===== src/design/assert_macros.svh =====
// Assertion macros for the design files, included by the top level of the normalizer.
`ifndef ASSERT_MACROS_SVH
`define ASSERT_MACROS_SVH
// Checked assertion, disabled while reset is asserted.
`define ZSN_ASSERT(lbl, clk, rst_n, prop, msg) \
    lbl: assert property (@(posedge clk) disable iff (!rst_n) prop) else $error(msg);
// Checked assertion that also holds during reset.
`define ZSN_ASSERT_ALWAYS(lbl, clk, prop, msg) \
    lbl: assert property (@(posedge clk) prop) else $error(msg);
`endif


===== src/design/zsn_pkg.sv =====
// Package with the state type and fixed constants of the z-score normalizer.
package zsn_pkg;
    localparam int DIV_NUM_W = 64;
    localparam int DIV_DEN_W = 32;
    localparam int ROOT_IN_W = 64;
    localparam int ROOT_W    = 32;
    localparam int POS_W     = 6;
    localparam int Z_W       = 16;
    localparam int Z_SHIFT   = 17;
    localparam int VAR_SHIFT = 8;
    localparam int Z_MAX_POS = 32767;
    localparam int Z_MAX_NEG = 32768;

    typedef enum logic [3:0] {
        S_LOAD, S_Q_RD, S_Q_MUL, S_Q_DEV, S_Q_ACC, S_V_START, S_V_WAIT,
        S_R_START, S_R_WAIT, S_E_RD, S_E_MUL, S_E_DEV, S_E_DIV, S_E_WAIT, S_E_OUT
    } t_state;
endpackage


===== src/design/zsn_if.sv =====
// Stream interfaces for the sample input and the z-score output.
interface zsn_in_if #(parameter int SAMPLE_WIDTH = 16);
    logic                    valid;
    logic                    ready;
    logic [SAMPLE_WIDTH-1:0] sample;
    logic                    last_sample;
    modport source (output valid, output sample, output last_sample, input ready);
    modport sink (input valid, input sample, input last_sample, output ready);
endinterface

interface zsn_out_if;
    logic                        valid;
    logic                        ready;
    logic [zsn_pkg::POS_W-1:0]   position;
    logic signed [zsn_pkg::Z_W-1:0] z_value;
    logic                        flat_data;
    logic                        overflowed;
    logic                        end_of_set;
    modport source (output valid, output position, output z_value, output flat_data,
                    output overflowed, output end_of_set, input ready);
    modport sink (input valid, input position, input z_value, input flat_data,
                  input overflowed, input end_of_set, output ready);
endinterface


===== src/design/zsn_store.sv =====
// Sample memory with one write port and one registered read port.
module zsn_store #(
    parameter int DEPTH = 64,
    parameter int WIDTH = 16,
    parameter int AW    = 6
) (
    input  logic             i_clk,
    input  logic             i_we,
    input  logic [AW-1:0]    i_waddr,
    input  logic [WIDTH-1:0] i_wdata,
    input  logic [AW-1:0]    i_raddr,
    output logic [WIDTH-1:0] o_rdata
);
    logic [WIDTH-1:0] mem [DEPTH];
    logic [WIDTH-1:0] r_rdata;

    // Write port.
    always_ff @(posedge i_clk) begin
        if (i_we) begin
            mem[i_waddr] <= i_wdata;
        end
    end

    // Registered read port: the data follows the address in the next cycle.
    always_ff @(posedge i_clk) begin
        r_rdata <= mem[i_raddr];
    end

    assign o_rdata = r_rdata;
endmodule


===== src/design/zsn_div.sv =====
// Restoring divider that produces one quotient bit per cycle.
module zsn_div (
    input  logic                            i_clk,
    input  logic                            i_rst_n,
    input  logic                            i_start,
    input  logic [zsn_pkg::DIV_NUM_W-1:0]   i_num,
    input  logic [zsn_pkg::DIV_DEN_W-1:0]   i_den,
    output logic                            o_done,
    output logic [zsn_pkg::DIV_NUM_W-1:0]   o_quot
);
    localparam int NW = zsn_pkg::DIV_NUM_W;
    localparam int DW = zsn_pkg::DIV_DEN_W;
    localparam int CNTW = $clog2(NW);

    logic [NW-1:0]   r_num, n_num;
    logic [DW-1:0]   r_rem, n_rem;
    logic [DW-1:0]   r_den;
    logic [CNTW-1:0] r_cnt;
    logic            r_busy, r_done;
    logic [DW:0]     trial;
    logic [DW:0]     diff;

    // One shift and subtract step.
    always_comb begin
        trial = {r_rem, r_num[NW-1]};
        diff  = trial - {1'b0, r_den};
        n_num = {r_num[NW-2:0], 1'b0};
        n_rem = trial[DW-1:0];
        if (trial >= {1'b0, r_den}) begin
            n_num[0] = 1'b1;
            n_rem    = diff[DW-1:0];
        end
    end

    // Control and datapath registers.
    always_ff @(posedge i_clk) begin
        if (!i_rst_n) begin
            r_busy <= 1'b0;
            r_done <= 1'b0;
            r_cnt  <= '0;
        end else begin
            r_done <= 1'b0;
            if (i_start) begin
                r_busy <= 1'b1;
                r_cnt  <= '0;
            end else if (r_busy) begin
                r_cnt <= r_cnt + CNTW'(1);
                if (r_cnt == CNTW'(NW - 1)) begin
                    r_busy <= 1'b0;
                    r_done <= 1'b1;
                end
            end
        end
    end

    always_ff @(posedge i_clk) begin
        if (i_start) begin
            r_num <= i_num;
            r_den <= i_den;
            r_rem <= '0;
        end else if (r_busy) begin
            r_num <= n_num;
            r_rem <= n_rem;
        end
    end

    assign o_done = r_done;
    assign o_quot = r_num;
endmodule


===== src/design/zsn_sqrt.sv =====
// Bit-pair integer square root, one result bit per cycle.
module zsn_sqrt (
    input  logic                            i_clk,
    input  logic                            i_rst_n,
    input  logic                            i_start,
    input  logic [zsn_pkg::ROOT_IN_W-1:0]   i_val,
    output logic                            o_done,
    output logic [zsn_pkg::ROOT_W-1:0]      o_root
);
    localparam int VW = zsn_pkg::ROOT_IN_W;
    localparam int STEPS = VW / 2;
    localparam int CNTW = $clog2(STEPS);

    logic [VW-1:0]   r_v, r_res, r_bit;
    logic [VW-1:0]   trial;
    logic [CNTW-1:0] r_cnt;
    logic            r_busy, r_done;

    assign trial = r_res + r_bit;

    // Control registers.
    always_ff @(posedge i_clk) begin
        if (!i_rst_n) begin
            r_busy <= 1'b0;
            r_done <= 1'b0;
            r_cnt  <= '0;
        end else begin
            r_done <= 1'b0;
            if (i_start) begin
                r_busy <= 1'b1;
                r_cnt  <= '0;
            end else if (r_busy) begin
                r_cnt <= r_cnt + CNTW'(1);
                if (r_cnt == CNTW'(STEPS - 1)) begin
                    r_busy <= 1'b0;
                    r_done <= 1'b1;
                end
            end
        end
    end

    // One compare and subtract step per cycle.
    always_ff @(posedge i_clk) begin
        if (i_start) begin
            r_v   <= i_val;
            r_res <= '0;
            r_bit <= VW'(1) << (VW - 2);
        end else if (r_busy) begin
            if (r_v >= trial) begin
                r_v   <= r_v - trial;
                r_res <= (r_res >> 1) + r_bit;
            end else begin
                r_res <= r_res >> 1;
            end
            r_bit <= r_bit >> 2;
        end
    end

    assign o_done = r_done;
    assign o_root = r_res[zsn_pkg::ROOT_W-1:0];
endmodule


===== src/design/zscore_normalizer.sv =====
// Top level of the z-score normalizer: sequencer and datapath around the sample memory.
// Usage: samples arrive as words on i_in (valid/ready, accepted when both are high).
// Each word is stored and summed as it is accepted; a word with last_sample set closes
// the set. Words beyond MAX_SAMPLES are dropped and reported as overflowed.
// While the set is being computed and emitted, i_in.ready is low.
// Compute: a variance pass reads each sample from the memory in states S_Q_RD,
// S_Q_MUL, S_Q_DEV, S_Q_ACC and S_R_START, then one 64-step division by the count
// and a 32-step square root follow. Each result then takes a memory read and
// deviation (S_E_RD, S_E_MUL, S_E_DEV), plus a 64-step division (skipped on flat
// data), plus a wait on o_out until the word is taken.
// Results leave o_out in sample order, the final one with end_of_set set.
// When the receiver stalls, the result word is held until o_out.ready is high.
// absolute_mode is written through i_cfg_we/i_cfg_wdata and resets to 1.
// Reset empties the set (count, sum, overflow flag); the memory is not cleared
// and needs no clearing pass.
module zscore_normalizer #(
    parameter int MAX_SAMPLES  = 64,
    parameter int SAMPLE_WIDTH = 16
) (
    input  logic       i_clk,
    input  logic       i_rst_n,
    input  logic       i_cfg_we,
    input  logic       i_cfg_wdata,
    zsn_in_if.sink     i_in,
    zsn_out_if.source  o_out
);
    `include "assert_macros.svh"

    localparam int SW   = SAMPLE_WIDTH;
    localparam int AW   = (MAX_SAMPLES > 1) ? $clog2(MAX_SAMPLES) : 1;
    localparam int CW   = $clog2(MAX_SAMPLES + 1);
    localparam int NXW  = SW + CW;
    localparam int DEV  = (SW > 16) ? SW - 16 : 0;
    localparam int MW   = NXW - DEV;
    localparam int QW   = 2 * MW + CW;
    localparam int NUMW = zsn_pkg::DIV_NUM_W;
    localparam int DENW = zsn_pkg::DIV_DEN_W;
    localparam int RW   = zsn_pkg::ROOT_W;
    localparam int ZW   = zsn_pkg::Z_W;

    zsn_pkg::t_state r_state, n_state;

    logic [CW-1:0]   r_count, n_count;
    logic [NXW-1:0]  r_sum, n_sum;
    logic            r_ovf, n_ovf;
    logic            r_mode;
    logic [AW-1:0]   r_idx, n_idx;
    logic [NXW-1:0]  r_nx, n_nx;
    logic [MW-1:0]   r_m, n_m;
    logic            r_neg, n_neg;
    logic [QW-1:0]   r_q, n_q;
    logic [RW-1:0]   r_root, n_root;
    logic            r_flat, n_flat;
    logic [ZW-1:0]   r_z, n_z;
    logic            r_eos, n_eos;

    logic            w_in_ready, w_out_valid;
    logic            w_we;
    logic [SW-1:0]   w_rdata;
    logic            w_div_start, w_div_done;
    logic [NUMW-1:0] w_div_num, w_div_quot;
    logic [DENW-1:0] w_div_den;
    logic            w_sqrt_start, w_sqrt_done;
    logic [RW-1:0]   w_root;
    logic            w_is_last;
    logic [NXW-1:0]  w_dev;
    logic [2*MW-1:0] w_sq;
    logic [16:0]     w_mag;
    logic            w_div_wait;
    logic            w_out_last;

    // Sample memory.
    zsn_store #(.DEPTH(MAX_SAMPLES), .WIDTH(SW), .AW(AW)) u_store (
        .i_clk   (i_clk),
        .i_we    (w_we),
        .i_waddr (r_count[AW-1:0]),
        .i_wdata (i_in.sample),
        .i_raddr (r_idx),
        .o_rdata (w_rdata)
    );

    // Shared serial divider for the variance and for each z-score on data that is not flat.
    zsn_div u_div (
        .i_clk   (i_clk),
        .i_rst_n (i_rst_n),
        .i_start (w_div_start),
        .i_num   (w_div_num),
        .i_den   (w_div_den),
        .o_done  (w_div_done),
        .o_quot  (w_div_quot)
    );

    // Square root of the scaled variance.
    zsn_sqrt u_sqrt (
        .i_clk   (i_clk),
        .i_rst_n (i_rst_n),
        .i_start (w_sqrt_start),
        .i_val   (w_div_quot),
        .o_done  (w_sqrt_done),
        .o_root  (w_root)
    );

    assign w_is_last = ((CW'(r_idx) + CW'(1)) == r_count);
    assign w_dev     = r_neg ? (r_sum - r_nx) : (r_nx - r_sum);
    assign w_sq      = r_m * r_m;
    assign w_mag     = (w_div_quot > NUMW'(zsn_pkg::Z_MAX_NEG))
                       ? 17'(zsn_pkg::Z_MAX_NEG) : w_div_quot[16:0];

    // Sequencer: next state and datapath updates.
    always_comb begin
        n_state      = r_state;
        n_count      = r_count;
        n_sum        = r_sum;
        n_ovf        = r_ovf;
        n_idx        = r_idx;
        n_nx         = r_nx;
        n_m          = r_m;
        n_neg        = r_neg;
        n_q          = r_q;
        n_root       = r_root;
        n_flat       = r_flat;
        n_z          = r_z;
        n_eos        = r_eos;
        w_in_ready   = 1'b0;
        w_out_valid  = 1'b0;
        w_we         = 1'b0;
        w_div_start  = 1'b0;
        w_div_num    = NUMW'(r_q) << zsn_pkg::VAR_SHIFT;
        w_div_den    = DENW'(r_count);
        w_sqrt_start = 1'b0;
        unique case (r_state)
            zsn_pkg::S_LOAD: begin
                w_in_ready = 1'b1;
                if (i_in.valid) begin
                    if (r_count < CW'(MAX_SAMPLES)) begin
                        w_we    = 1'b1;
                        n_count = r_count + CW'(1);
                        n_sum   = r_sum + NXW'(i_in.sample);
                    end else begin
                        n_ovf = 1'b1;
                    end
                    if (i_in.last_sample) begin
                        n_idx   = '0;
                        n_q     = '0;
                        n_state = zsn_pkg::S_Q_RD;
                    end
                end
            end
            zsn_pkg::S_Q_RD: n_state = zsn_pkg::S_Q_MUL;
            zsn_pkg::S_Q_MUL: begin
                n_nx    = NXW'(r_count) * NXW'(w_rdata);
                n_state = zsn_pkg::S_Q_DEV;
            end
            zsn_pkg::S_Q_DEV: begin
                n_neg   = r_nx < r_sum;
                n_state = zsn_pkg::S_Q_ACC;
            end
            zsn_pkg::S_Q_ACC: begin
                // The deviation is formed here and squared in the next state.
                n_m     = MW'(w_dev >> DEV);
                n_state = zsn_pkg::S_R_START;
            end
            zsn_pkg::S_R_START: begin
                // Accumulate the square of this sample's deviation.
                n_q = r_q + QW'(w_sq);
                if (w_is_last) begin
                    n_state = zsn_pkg::S_V_START;
                end else begin
                    n_idx   = r_idx + AW'(1);
                    n_state = zsn_pkg::S_Q_RD;
                end
            end
            zsn_pkg::S_V_START: begin
                w_div_start = 1'b1;
                n_state     = zsn_pkg::S_V_WAIT;
            end
            zsn_pkg::S_V_WAIT: begin
                if (w_div_done) begin
                    w_sqrt_start = 1'b1;
                    n_state      = zsn_pkg::S_R_WAIT;
                end
            end
            zsn_pkg::S_R_WAIT: begin
                if (w_sqrt_done) begin
                    n_root  = w_root;
                    n_flat  = (r_q == '0) || (w_root == '0);
                    n_idx   = '0;
                    n_state = zsn_pkg::S_E_RD;
                end
            end
            zsn_pkg::S_E_RD: n_state = zsn_pkg::S_E_MUL;
            zsn_pkg::S_E_MUL: begin
                n_nx    = NXW'(r_count) * NXW'(w_rdata);
                n_state = zsn_pkg::S_E_DEV;
            end
            zsn_pkg::S_E_DEV: begin
                n_neg   = r_nx < r_sum;
                n_state = zsn_pkg::S_E_DIV;
            end
            zsn_pkg::S_E_DIV: begin
                n_m   = MW'(w_dev >> DEV);
                n_eos = w_is_last;
                if (r_flat) begin
                    n_z     = '0;
                    n_state = zsn_pkg::S_E_OUT;
                end else begin
                    w_div_start = 1'b1;
                    w_div_num   = (NUMW'(MW'(w_dev >> DEV)) << zsn_pkg::Z_SHIFT)
                                  + NUMW'(r_root);
                    w_div_den   = DENW'(r_root) << 1;
                    n_state     = zsn_pkg::S_E_WAIT;
                end
            end
            zsn_pkg::S_E_WAIT: begin
                if (w_div_done) begin
                    if (r_mode || !r_neg) begin
                        n_z = (w_mag > 17'(zsn_pkg::Z_MAX_POS))
                              ? ZW'(zsn_pkg::Z_MAX_POS) : w_mag[ZW-1:0];
                    end else begin
                        n_z = ZW'(17'd0 - w_mag);
                    end
                    n_state = zsn_pkg::S_E_OUT;
                end
            end
            zsn_pkg::S_E_OUT: begin
                w_out_valid = 1'b1;
                if (o_out.ready) begin
                    if (r_eos) begin
                        n_count = '0;
                        n_sum   = '0;
                        n_ovf   = 1'b0;
                        n_state = zsn_pkg::S_LOAD;
                    end else begin
                        n_idx   = r_idx + AW'(1);
                        n_state = zsn_pkg::S_E_RD;
                    end
                end
            end
            default: n_state = zsn_pkg::S_LOAD;
        endcase
    end

    // State register.
    always_ff @(posedge i_clk) begin
        if (!i_rst_n) begin
            r_state <= zsn_pkg::S_LOAD;
        end else begin
            r_state <= n_state;
        end
    end

    // Control registers and configuration.
    always_ff @(posedge i_clk) begin
        if (!i_rst_n) begin
            r_count <= '0;
            r_sum   <= '0;
            r_ovf   <= 1'b0;
            r_mode  <= 1'b1;
            r_idx   <= '0;
        end else begin
            r_count <= n_count;
            r_sum   <= n_sum;
            r_ovf   <= n_ovf;
            r_idx   <= n_idx;
            if (i_cfg_we) begin
                r_mode <= i_cfg_wdata;
            end
        end
    end

    // Datapath registers.
    always_ff @(posedge i_clk) begin
        r_nx   <= n_nx;
        r_m    <= n_m;
        r_neg  <= n_neg;
        r_q    <= n_q;
        r_root <= n_root;
        r_flat <= n_flat;
        r_z    <= n_z;
        r_eos  <= n_eos;
    end

    assign i_in.ready       = w_in_ready;
    assign o_out.valid      = w_out_valid;
    assign o_out.position   = zsn_pkg::POS_W'(r_idx);
    assign o_out.z_value    = r_z;
    assign o_out.flat_data  = r_flat;
    assign o_out.overflowed = r_ovf;
    assign o_out.end_of_set = r_eos;

    // Terms used by the checks below.
    assign w_div_wait = (r_state == zsn_pkg::S_V_WAIT) || (r_state == zsn_pkg::S_E_WAIT);
    assign w_out_last = w_out_valid && o_out.ready && r_eos;

    // Checks on the sequencer.
    `ZSN_ASSERT_ALWAYS(a_no_overlap, i_clk, !(w_in_ready && w_out_valid), "ready with result")
    `ZSN_ASSERT(a_count_max, i_clk, i_rst_n, r_count <= CW'(MAX_SAMPLES), "count past depth")
    `ZSN_ASSERT(a_div_wait, i_clk, i_rst_n, w_div_done |-> w_div_wait, "stray divide")
    `ZSN_ASSERT(a_set_clear, i_clk, i_rst_n, w_out_last |=> (r_count == '0), "set not cleared")
endmodule

===== src/flat_wrapper.sv =====
// flat-port wrapper written by rule: the top's interface ports become plain ports
module zscore_normalizer_flat 
#(
    parameter int MAX_SAMPLES  = 64,
    parameter int SAMPLE_WIDTH = 16
)
  (i_clk, i_rst_n, i_cfg_we, i_cfg_wdata, i_in_valid, i_in_sample, i_in_last_sample, i_in_ready, o_out_valid, o_out_position, o_out_z_value, o_out_flat_data, o_out_overflowed, o_out_end_of_set, o_out_ready);
  zsn_in_if #(.SAMPLE_WIDTH(SAMPLE_WIDTH)) i_in_i ();
  zsn_out_if o_out_i ();
  input  logic i_clk;
  input  logic i_rst_n;
  input  logic i_cfg_we;
  input  logic i_cfg_wdata;
  input wire logic [$bits(i_in_i.valid)-1:0] i_in_valid;
  input wire logic [$bits(i_in_i.sample)-1:0] i_in_sample;
  input wire logic [$bits(i_in_i.last_sample)-1:0] i_in_last_sample;
  output wire logic [$bits(i_in_i.ready)-1:0] i_in_ready;
  output wire logic [$bits(o_out_i.valid)-1:0] o_out_valid;
  output wire logic [$bits(o_out_i.position)-1:0] o_out_position;
  output wire logic [$bits(o_out_i.z_value)-1:0] o_out_z_value;
  output wire logic [$bits(o_out_i.flat_data)-1:0] o_out_flat_data;
  output wire logic [$bits(o_out_i.overflowed)-1:0] o_out_overflowed;
  output wire logic [$bits(o_out_i.end_of_set)-1:0] o_out_end_of_set;
  input wire logic [$bits(o_out_i.ready)-1:0] o_out_ready;
  assign i_in_i.valid = i_in_valid;
  assign i_in_i.sample = i_in_sample;
  assign i_in_i.last_sample = i_in_last_sample;
  assign i_in_ready = i_in_i.ready;
  assign o_out_valid = o_out_i.valid;
  assign o_out_position = o_out_i.position;
  assign o_out_z_value = o_out_i.z_value;
  assign o_out_flat_data = o_out_i.flat_data;
  assign o_out_overflowed = o_out_i.overflowed;
  assign o_out_end_of_set = o_out_i.end_of_set;
  assign o_out_i.ready = o_out_ready;
  zscore_normalizer #(.MAX_SAMPLES(MAX_SAMPLES), .SAMPLE_WIDTH(SAMPLE_WIDTH)) u_core (.i_clk(i_clk), .i_rst_n(i_rst_n), .i_cfg_we(i_cfg_we), .i_cfg_wdata(i_cfg_wdata), .i_in(i_in_i), .o_out(o_out_i));
endmodule

===== config.mk =====
export PLATFORM = sky130hd
export DESIGN_NAME = zscore_normalizer_flat
export DESIGN_NICKNAME = d
export VERILOG_FILES = /design/src/design/zsn_pkg.sv /design/src/design/zsn_if.sv /design/src/design/zsn_store.sv /design/src/design/zsn_div.sv /design/src/design/zsn_sqrt.sv /design/src/design/zscore_normalizer.sv /design/src/flat_wrapper.sv
export VERILOG_INCLUDE_DIRS = /design/src /design/src/design
export SDC_FILE = /design/constraint.sdc
export NUM_CORES = 2
export LEC_CHECK = 0
export BUFFER_PORTS_ARGS = -buffer_cell sky130_fd_sc_hd__buf_2
export CORE_ASPECT_RATIO = 1.4
export CORE_UTILIZATION = 65
export CTS_CLUSTER_DIAMETER = 200
export DETAILED_ROUTE_END_ITERATION = 12
export GPL_ROUTABILITY_DRIVEN = 0
export GPL_TIMING_DRIVEN = 0
export MAX_ROUTING_LAYER = met4
export PLACE_DENSITY = 0.81
export SLEW_MARGIN = 5
export SYNTH_ARGS = -nofsm -noshare
export SYNTH_HDL_FRONTEND = slang
export SYNTH_SLANG_ARGS = --single-unit

===== constraint.sdc =====
create_clock -name i_clk -period 7.65 [get_ports i_clk]
set_input_delay 1.1475 -clock i_clk [delete_from_list [all_inputs] [get_ports i_clk]]
set_output_delay 1.1475 -clock i_clk [all_outputs]
set_load 0.005 [all_outputs]

### Yosys cells after proc, flatten, opt, wreduce, memory -nomap -nowiden

Memory sizes are Yosys's and may differ from the RTL's. A register that Yosys moved wholly into a read port is not among the register bits.
Cells that the tools add are included.

* register bits after elaboration: 495
* memory bits (writable): 1024
* bits of input ports: 23
* output and inout port bits: 27
* logic and storage cells: 186
* memories: 1

Memory list
* u_core.u_store.mem: depth 64, bits a word 16, read ports 1, clocked after memory_dff 1, write ports 1, line zsn_store.sv:14 `logic [WIDTH-1:0] mem [DEPTH];`

* add/sub/neg operators: 15
* multipliers: 2
* magnitude comparators: 6
* equal/unequal tests: 29
* multiplexer cells: 73
* bitwise logic cells: 4
* reduce and logical (&&, ||, !) cells: 29

Operators by type and width (count)
* 2-to-1 mux 64 bit: 8
* 2-to-1 mux 23 bit: 5
* 2-to-1 mux 53 bit: 2
* case mux 53 bit (2 select lines): 1
* adder 63 x 63 -> 64 bit: 1
* adder 64 x 63 -> 64 bit: 1
* greater-or-equal comparator 64 bit: 1
* greater-than comparator 64 x 16 -> 1 bit (second input constant): 1
* 2-to-1 mux 16 bit: 4
* subtractor 64 bit: 1
* case mux 4 bit (15 select lines): 1
* adder 53 x 46 -> 53 bit: 1
* logical NOT 53 bit: 1
* multiplier 23 x 23 -> 46 bit: 1
* case mux 23 bit (2 select lines): 1
* subtractor 23 bit: 2
* 2-to-1 mux 7 bit: 6
* adder 40 x 32 -> 41 bit: 1
* 2-to-1 mux 6 bit: 6
* greater-or-equal comparator 33 x 32 -> 1 bit: 1
* logical NOT 32 bit: 1
* 2-to-1 mux 32 bit: 1
* case mux 16 bit (2 select lines): 1
* subtractor 32 bit: 1
* 40 further kinds: 108

### Logic depth before layout (Yosys ltp)

* word-level depth: 7
* gate-level depth with buffers: 28
* mapped depth without buffers: 27

### By module

A second synthesis with hierarchy kept.

* cell total of the unflattened synthesis: 8098
* area, all modules: 95522.9 um^2

Modules (own cells, without submodules)
* zsn_store: times used 1, cells each 1822, area each 39960.8 um^2, seq. area each 31069.8 um^2
* zscore_normalizer: times used 1, cells each 3620, area each 32607.5 um^2, seq. area each 5345.1 um^2
* zsn_sqrt: times used 1, cells each 2006, area each 15598.7 um^2, seq. area each 3983.8 um^2
* zsn_div: times used 1, cells each 650, area each 7355.8 um^2, seq. area each 3683.5 um^2

### Worst setup path after synthesis

Ideal clock, no wire load.

* path kind: register -> register
* start point: reg u_core.r_m[11]
* end point: reg u_core.r_q[46], data pin
* library setup time: 0.266 ns
* arrival time: 6.787 ns
* required time: 7.384 ns
* slack: 0.597 ns
* stages on the path, launching flop included: 27
* buffers on the path: 1
* period minus slack after synthesis: 7.053 ns
* path through: edfxtp_1 -> clkbuf_1 -> nand2_1 -> fa_1 -> inv_1 -> fa_1 -> inv_1 -> fa_1 -> fa_1 -> fa_1 -> inv_1 -> fa_1 -> inv_1 -> fa_1 -> inv_1 -> ha_1 -> a21oi_1 -> nor2_1 -> a22o_1 -> nor4b_4 -> o31ai_4 -> o41ai_2 -> a2111oi_1 -> a211oi_2 -> o311ai_1 -> xnor2_1 -> nor2_1

* longest elaborated chain between the ends: 3

Ends and longest elaborated chain
* start, declared: line zscore_normalizer.sv:49 `logic [MW-1:0] r_m, n_m;`
* start signal, assigned: line zscore_normalizer.sv:274 `r_m <= n_m;`
* multiplier 23 x 23 -> 46 bit: line zscore_normalizer.sv:105 `assign w_sq = r_m * r_m;`
* adder 53 x 46 -> 53 bit: line zscore_normalizer.sv:165 `n_q = r_q + QW'(w_sq);`
* case mux 53 bit (2 select lines): line zscore_normalizer.sv:131 `unique case (r_state)`
* end signal, assigned: line zscore_normalizer.sv:276 `r_q <= n_q;`
* end, declared: line zscore_normalizer.sv:51 `logic [QW-1:0] r_q, n_q;`

No other way between the ends.
A chain may end at the register's enable or synchronous reset.

### Worst setup path after layout

* start point: reg u_core.r_m[15]
* end point: reg u_core.r_q[46], data pin

The elaborated chain is that of the path after synthesis.

==> reports/metrics.csv <==
stage,metric,value,unit
route,DR WL/cell,29.5,µm
die,Die H,449,µm
logic_synthesis,Cells after Synth,7573,
critical_path,Critical Path Max Stage Delay,0.61,ns
grt,number of global-route vias before repair,67871,
cts,clock transition at the registers of the reported paths,0.07,ns
final_layout,fin util,72.4,%
critical_path,Setup crit start kind,flip-flop,
critical_path,Buf/Inv on CP,6,
critical_path,Critical R2R Capture,u_core.r_q[46]$_SDFFCE_PN0P_,
logic_synthesis,synthesized net count,8561,
grt,largest net degree at the start of global routing,67,
critical_path,reg2reg start,u_core.r_m[15]$_DFFE_PP_,
logic_synthesis,sequential area share after synthesis,47.4,%
power,Final Power,35.8,mW
die,Die Area,0.145,mm²
critical_path,Critical Path End,u_core.r_q[46]$_SDFFCE_PN0P_,
logic_synthesis,most frequent cell after synthesis,edfxtp_1,
critical_path,worst-path maximum fanout,5,
logic_synthesis,ys async rst share,0,%
cts,Root Driver,clkbuf_16,
hold_path,Hold Path Depth,2,
logic_synthesis,Avg Inst Size Synth,12.3,µm²
power,LEAKAGE,39.0,nW
logic_synthesis,YS warnings,0,
final_layout,Final Non-Filler Cells,9913,
logic_synthesis,Post-synth EDFFs,1334,
critical_path,reg2reg setup slack,0.01,ns
logic_synthesis,largest cells by area after synthesis,"edfxtp_1 43%, fa_1 11%, mux4_2 8.1%",
critical_path,stages on the worst setup path,24,
timing,final worst slack,0.0136,ns
timing,fin crit period,7.64,ns
placed_design,pre-CTS WS,-1.00,ns
timing,fmax,0.131,GHz
die,Rows,163,
timing,clock skew,0.0454,ns
die,total core area,0.142,mm²
placed_design,PortBufs,48,
critical_path,WS Path Type,reg2reg,
cts,Post-CTS Hold Buffers,0,
die,Starting Density,65.7,%
final_layout,layout cells sized above 1,12.5,%
cts,H-Tree Depth,4,
timing,Final Hold Vio Count,0,
critical_path,Most common cell on crit path,fa_1,
route,vias per inst,6.81,
critical_path,reg2reg path depth,24,
cts,total CTS buffers,144,
critical_path,Critical path origin,u_core.r_m[15]$_DFFE_PP_,
logic_synthesis,Synth Area in Simple Gates,9.36,%
timing,relative slew slack,-18.7,%
logic_synthesis,"top cells by count, synth","1334 x edfxtp_1, 832 x inv_1, 607 x nand2_1, 508 x fa_1, 464 x nor2_1",
final_layout,Final Net Count,8854,
logic_synthesis,post-synthesis mux area share,9.03,%
grt,initial antenna violation count,23,
power,Max IR drop VDD,0.000850,V
cts,Clock Latency Late Sink,0.83,ns
route,Detail Route Antenna Nets,0,
timing,Final period util,99.8,%
placed_design,Detail Placement HPWL,201,mm
timing,Least-Margin Pin Slew,1.76,ns
route,vias,67464,
die,I/O pin cnt,50,
grt,first-pass GRT wire length,430,mm
critical_path,crit path DAT,8.16,ns
hold_path,Hold WC Path Type,reg2reg,
critical_path,crit end category,flip-flop,
route,Post-Route WL,292,mm
grt,GRT Util Overall,42.2,%
logic_synthesis,Synth Area in Adders,17.1,%
route,1st-iter DRT viols,8589,
final_layout,# fillers,8972,
placed_design,Post-Place Cells,9552,
critical_path,Crit-path slowest cell,edfxtp_1,
logic_synthesis,cell taking the most area after synthesis,edfxtp_1,
timing,# setup viols final,0,
grt,GRT Residual Overflow,0,
logic_synthesis,synthesis-stage register bit count,1535,
logic_synthesis,largest family of logic cells by synthesized area,adder cells,
cts,clk buf depth,3,
logic_synthesis,Compound-Gate Fraction of Synth Area,9.18,%
die,die outline width,322,µm
critical_path,Worst path top cell family by delay,adder cells,
logic_synthesis,Post-Syn Area,0.0930,mm²
status,failing checks,"max-capacitance violations, max-slew violations",
logic_synthesis,Main synth FF type,edfxtp_1,
critical_path,critical path data required time,8.18,ns
route,drt drc,0,
logic_synthesis,count of cell types in the netlist,103,
power,PwrDens,350,mW/mm²
cts,clock sink total,1535,
status,outcome,"complete, but fails checks",
timing,Final Max Tran Viols,13,
logic_synthesis,Yosys top cell area share,43.1,%
route,DRT Pass-1 Iters,10,
final_layout,Syn-to-layout area delta,10.2,%
cts,CTS tree,yes,
critical_path,"Cell Chain, Critical Path",clkbuf_8 > buf_4 > nand2_1 > inv_1 > fa_1 > fa_2 > fa_1 > fa_1 > fa_1 > fa_1 > inv_1 > fa_1 > inv_1 > ha_4 > nand2_2 > or3_4 > o31ai_4 > o41ai_4 > a2111oi_4 > a211oi_2 > buf_4 > o311ai_4 > xnor2_2 > nor2_1,
logic_synthesis,XOR/XNOR share of the synthesized area,3.13,%
flow_run,Max-Cap Viols,2,
kinds of logic (layout without fill, tap and decap cells):
| kind of cell | Yosys count | after routing |
|---|---|---|
| AOI/OAI and AO/OA | 1332 | 1332 |
| buffers and inverters | 1169 | 1581 |
| other | 0 | 31 |
| adders and majority gates | 965 | 965 |
| and+or+nand+nor | 1823 | 1823 |
| xor gates and xnor gates | 332 | 332 |
| DFF | 1535 | 1535 |
| muxes | 417 | 417 |
cells in the final DEF (no fill, tap or decap), drive strengths merged, types with 17 or more instances in the layout:
cell,instances
a2111oi,17
a211oi,57
a21boi,22
a21o,139
a21oi,396
a31o,19
a31oi,101
and2,210
and3,48
buf,254
clkbuf,408
clkinv,64
dfxtp,201
diode,31
edfxtp,1334
fa,508
ha,457
inv,839
mux2i,71
mux4,336
nand2,607
nand2b,40
nand3,86
nand4,68
nor2,465
nor2b,60
nor3,81
nor4,49
o211ai,28
o21a,34
o21ai,299
o21bai,49
o31ai,29
or2,17
or3,39
xnor2,193
xor2,139
per-layer routing:
layer / global-route usage (%) / routed length, µm / up-vias
met4: 36.4 / 33300 / 0
met3: 9.43 / 30200 / 1685
met1: 45.1 / 90000 / 32749
li1: - / - / 27795
met5: - / 0 / -
met2: 66.3 / 138000 / 5235
repair_timing:
item | in CTS | in global routing
pin swaps | 10 | 36
resized for setup | 129 | 119
setup buffers | 40 | 26
setup endpoints to repair | 98 | 83
hold endpoints to repair | 0 | 0
worst register-to-register path: cells and delay by family, from the launching register on:
family | cells | cell delay, ns
simple gates | 4 | 0.62
compound gates | 5 | 1.29
fa+ha+maj | 8 | 3.90
xor+xnor | 1 | 0.16
buf+inv | 6 | 0.80
flops | 1 | 0.61
worst min-delay path by stage:
stage / startpoint / end / slack [ns]
global placement: u_core.o_out.overflowed$_SDFFE_PN0P_ / u_core.o_out.overflowed$_SDFFE_PN0P_ / 0.47
CTS: u_core.o_out.overflowed$_SDFFE_PN0P_ / u_core.o_out.overflowed$_SDFFE_PN0P_ / 0.50
finish: u_core.o_out.overflowed$_SDFFE_PN0P_ / u_core.o_out.overflowed$_SDFFE_PN0P_ / 0.50
detailed placement: u_core.o_out.overflowed$_SDFFE_PN0P_ / u_core.o_out.overflowed$_SDFFE_PN0P_ / 0.49
floorplan: u_core.u_sqrt.r_res[22]$_SDFFE_PP0P_ / u_core.r_root[22]$_DFFE_PP_ / 0.43
global route: u_core.o_out.overflowed$_SDFFE_PN0P_ / u_core.o_out.overflowed$_SDFFE_PN0P_ / 0.52
cell type report:
class / count / area, µm² / share of cell area [%]
multi-input combinational: 4869 / 45000 / 44.0
sequential: 1535 / 44100 / 43.0
clock buffer: 180 / 3820 / 3.73
inverter: 834 / 3140 / 3.06
tap: 1897 / 2370 / 2.32
buffer: 334 / 1670 / 1.63
timing repair buffer: 148 / 1320 / 1.29
clock inverter: 85 / 890 / 0.869
antenna: 31 / 77.6 / 0.0757
sequential cells by signal (all words and copies together) (netlist names), 4 cells and up:
| signal | count |
|---|---|
| u_core.u_store.mem | 1024 |
| u_core.u_div.o_quot | 64 |
| u_core.u_sqrt.r_res | 64 |
| u_core.u_sqrt.r_v | 64 |
| u_core.r_q | 53 |
| u_core.r_root | 32 |
| u_core.u_div.r_den | 32 |
| u_core.u_div.r_rem | 32 |
| u_core.u_sqrt.r_bit | 32 |
| u_core.r_m | 23 |
| u_core.r_nx | 23 |
| u_core.r_sum | 23 |
| u_core.o_out.z_value | 16 |
| u_core.u_store.o_rdata | 16 |
| u_core.r_count | 7 |
| u_core.o_out.position | 6 |
| u_core.u_div.r_cnt | 6 |
| u_core.u_sqrt.r_cnt | 5 |
| u_core.r_state | 4 |
stage by stage:
stage	instance area (µm²)	hold slack, ns	setup TNS (ns)
after floorplan	93000	0.431	0
after global placement	95600	0.471	-172.18
after detailed placement	96300	0.491	-58.58
after CTS	102000	0.500	-0.0203
after global routing	102000	0.520	-0.211
final	102000	0.501	0
power breakdown:
group	internal (mW)	switching [mW]	total, mW
Sequential	9.32	0.251	9.57
Combinational	8.00	10.8	18.8
Clock	4.01	3.40	7.41
Power figures use the tool's default switching activity.
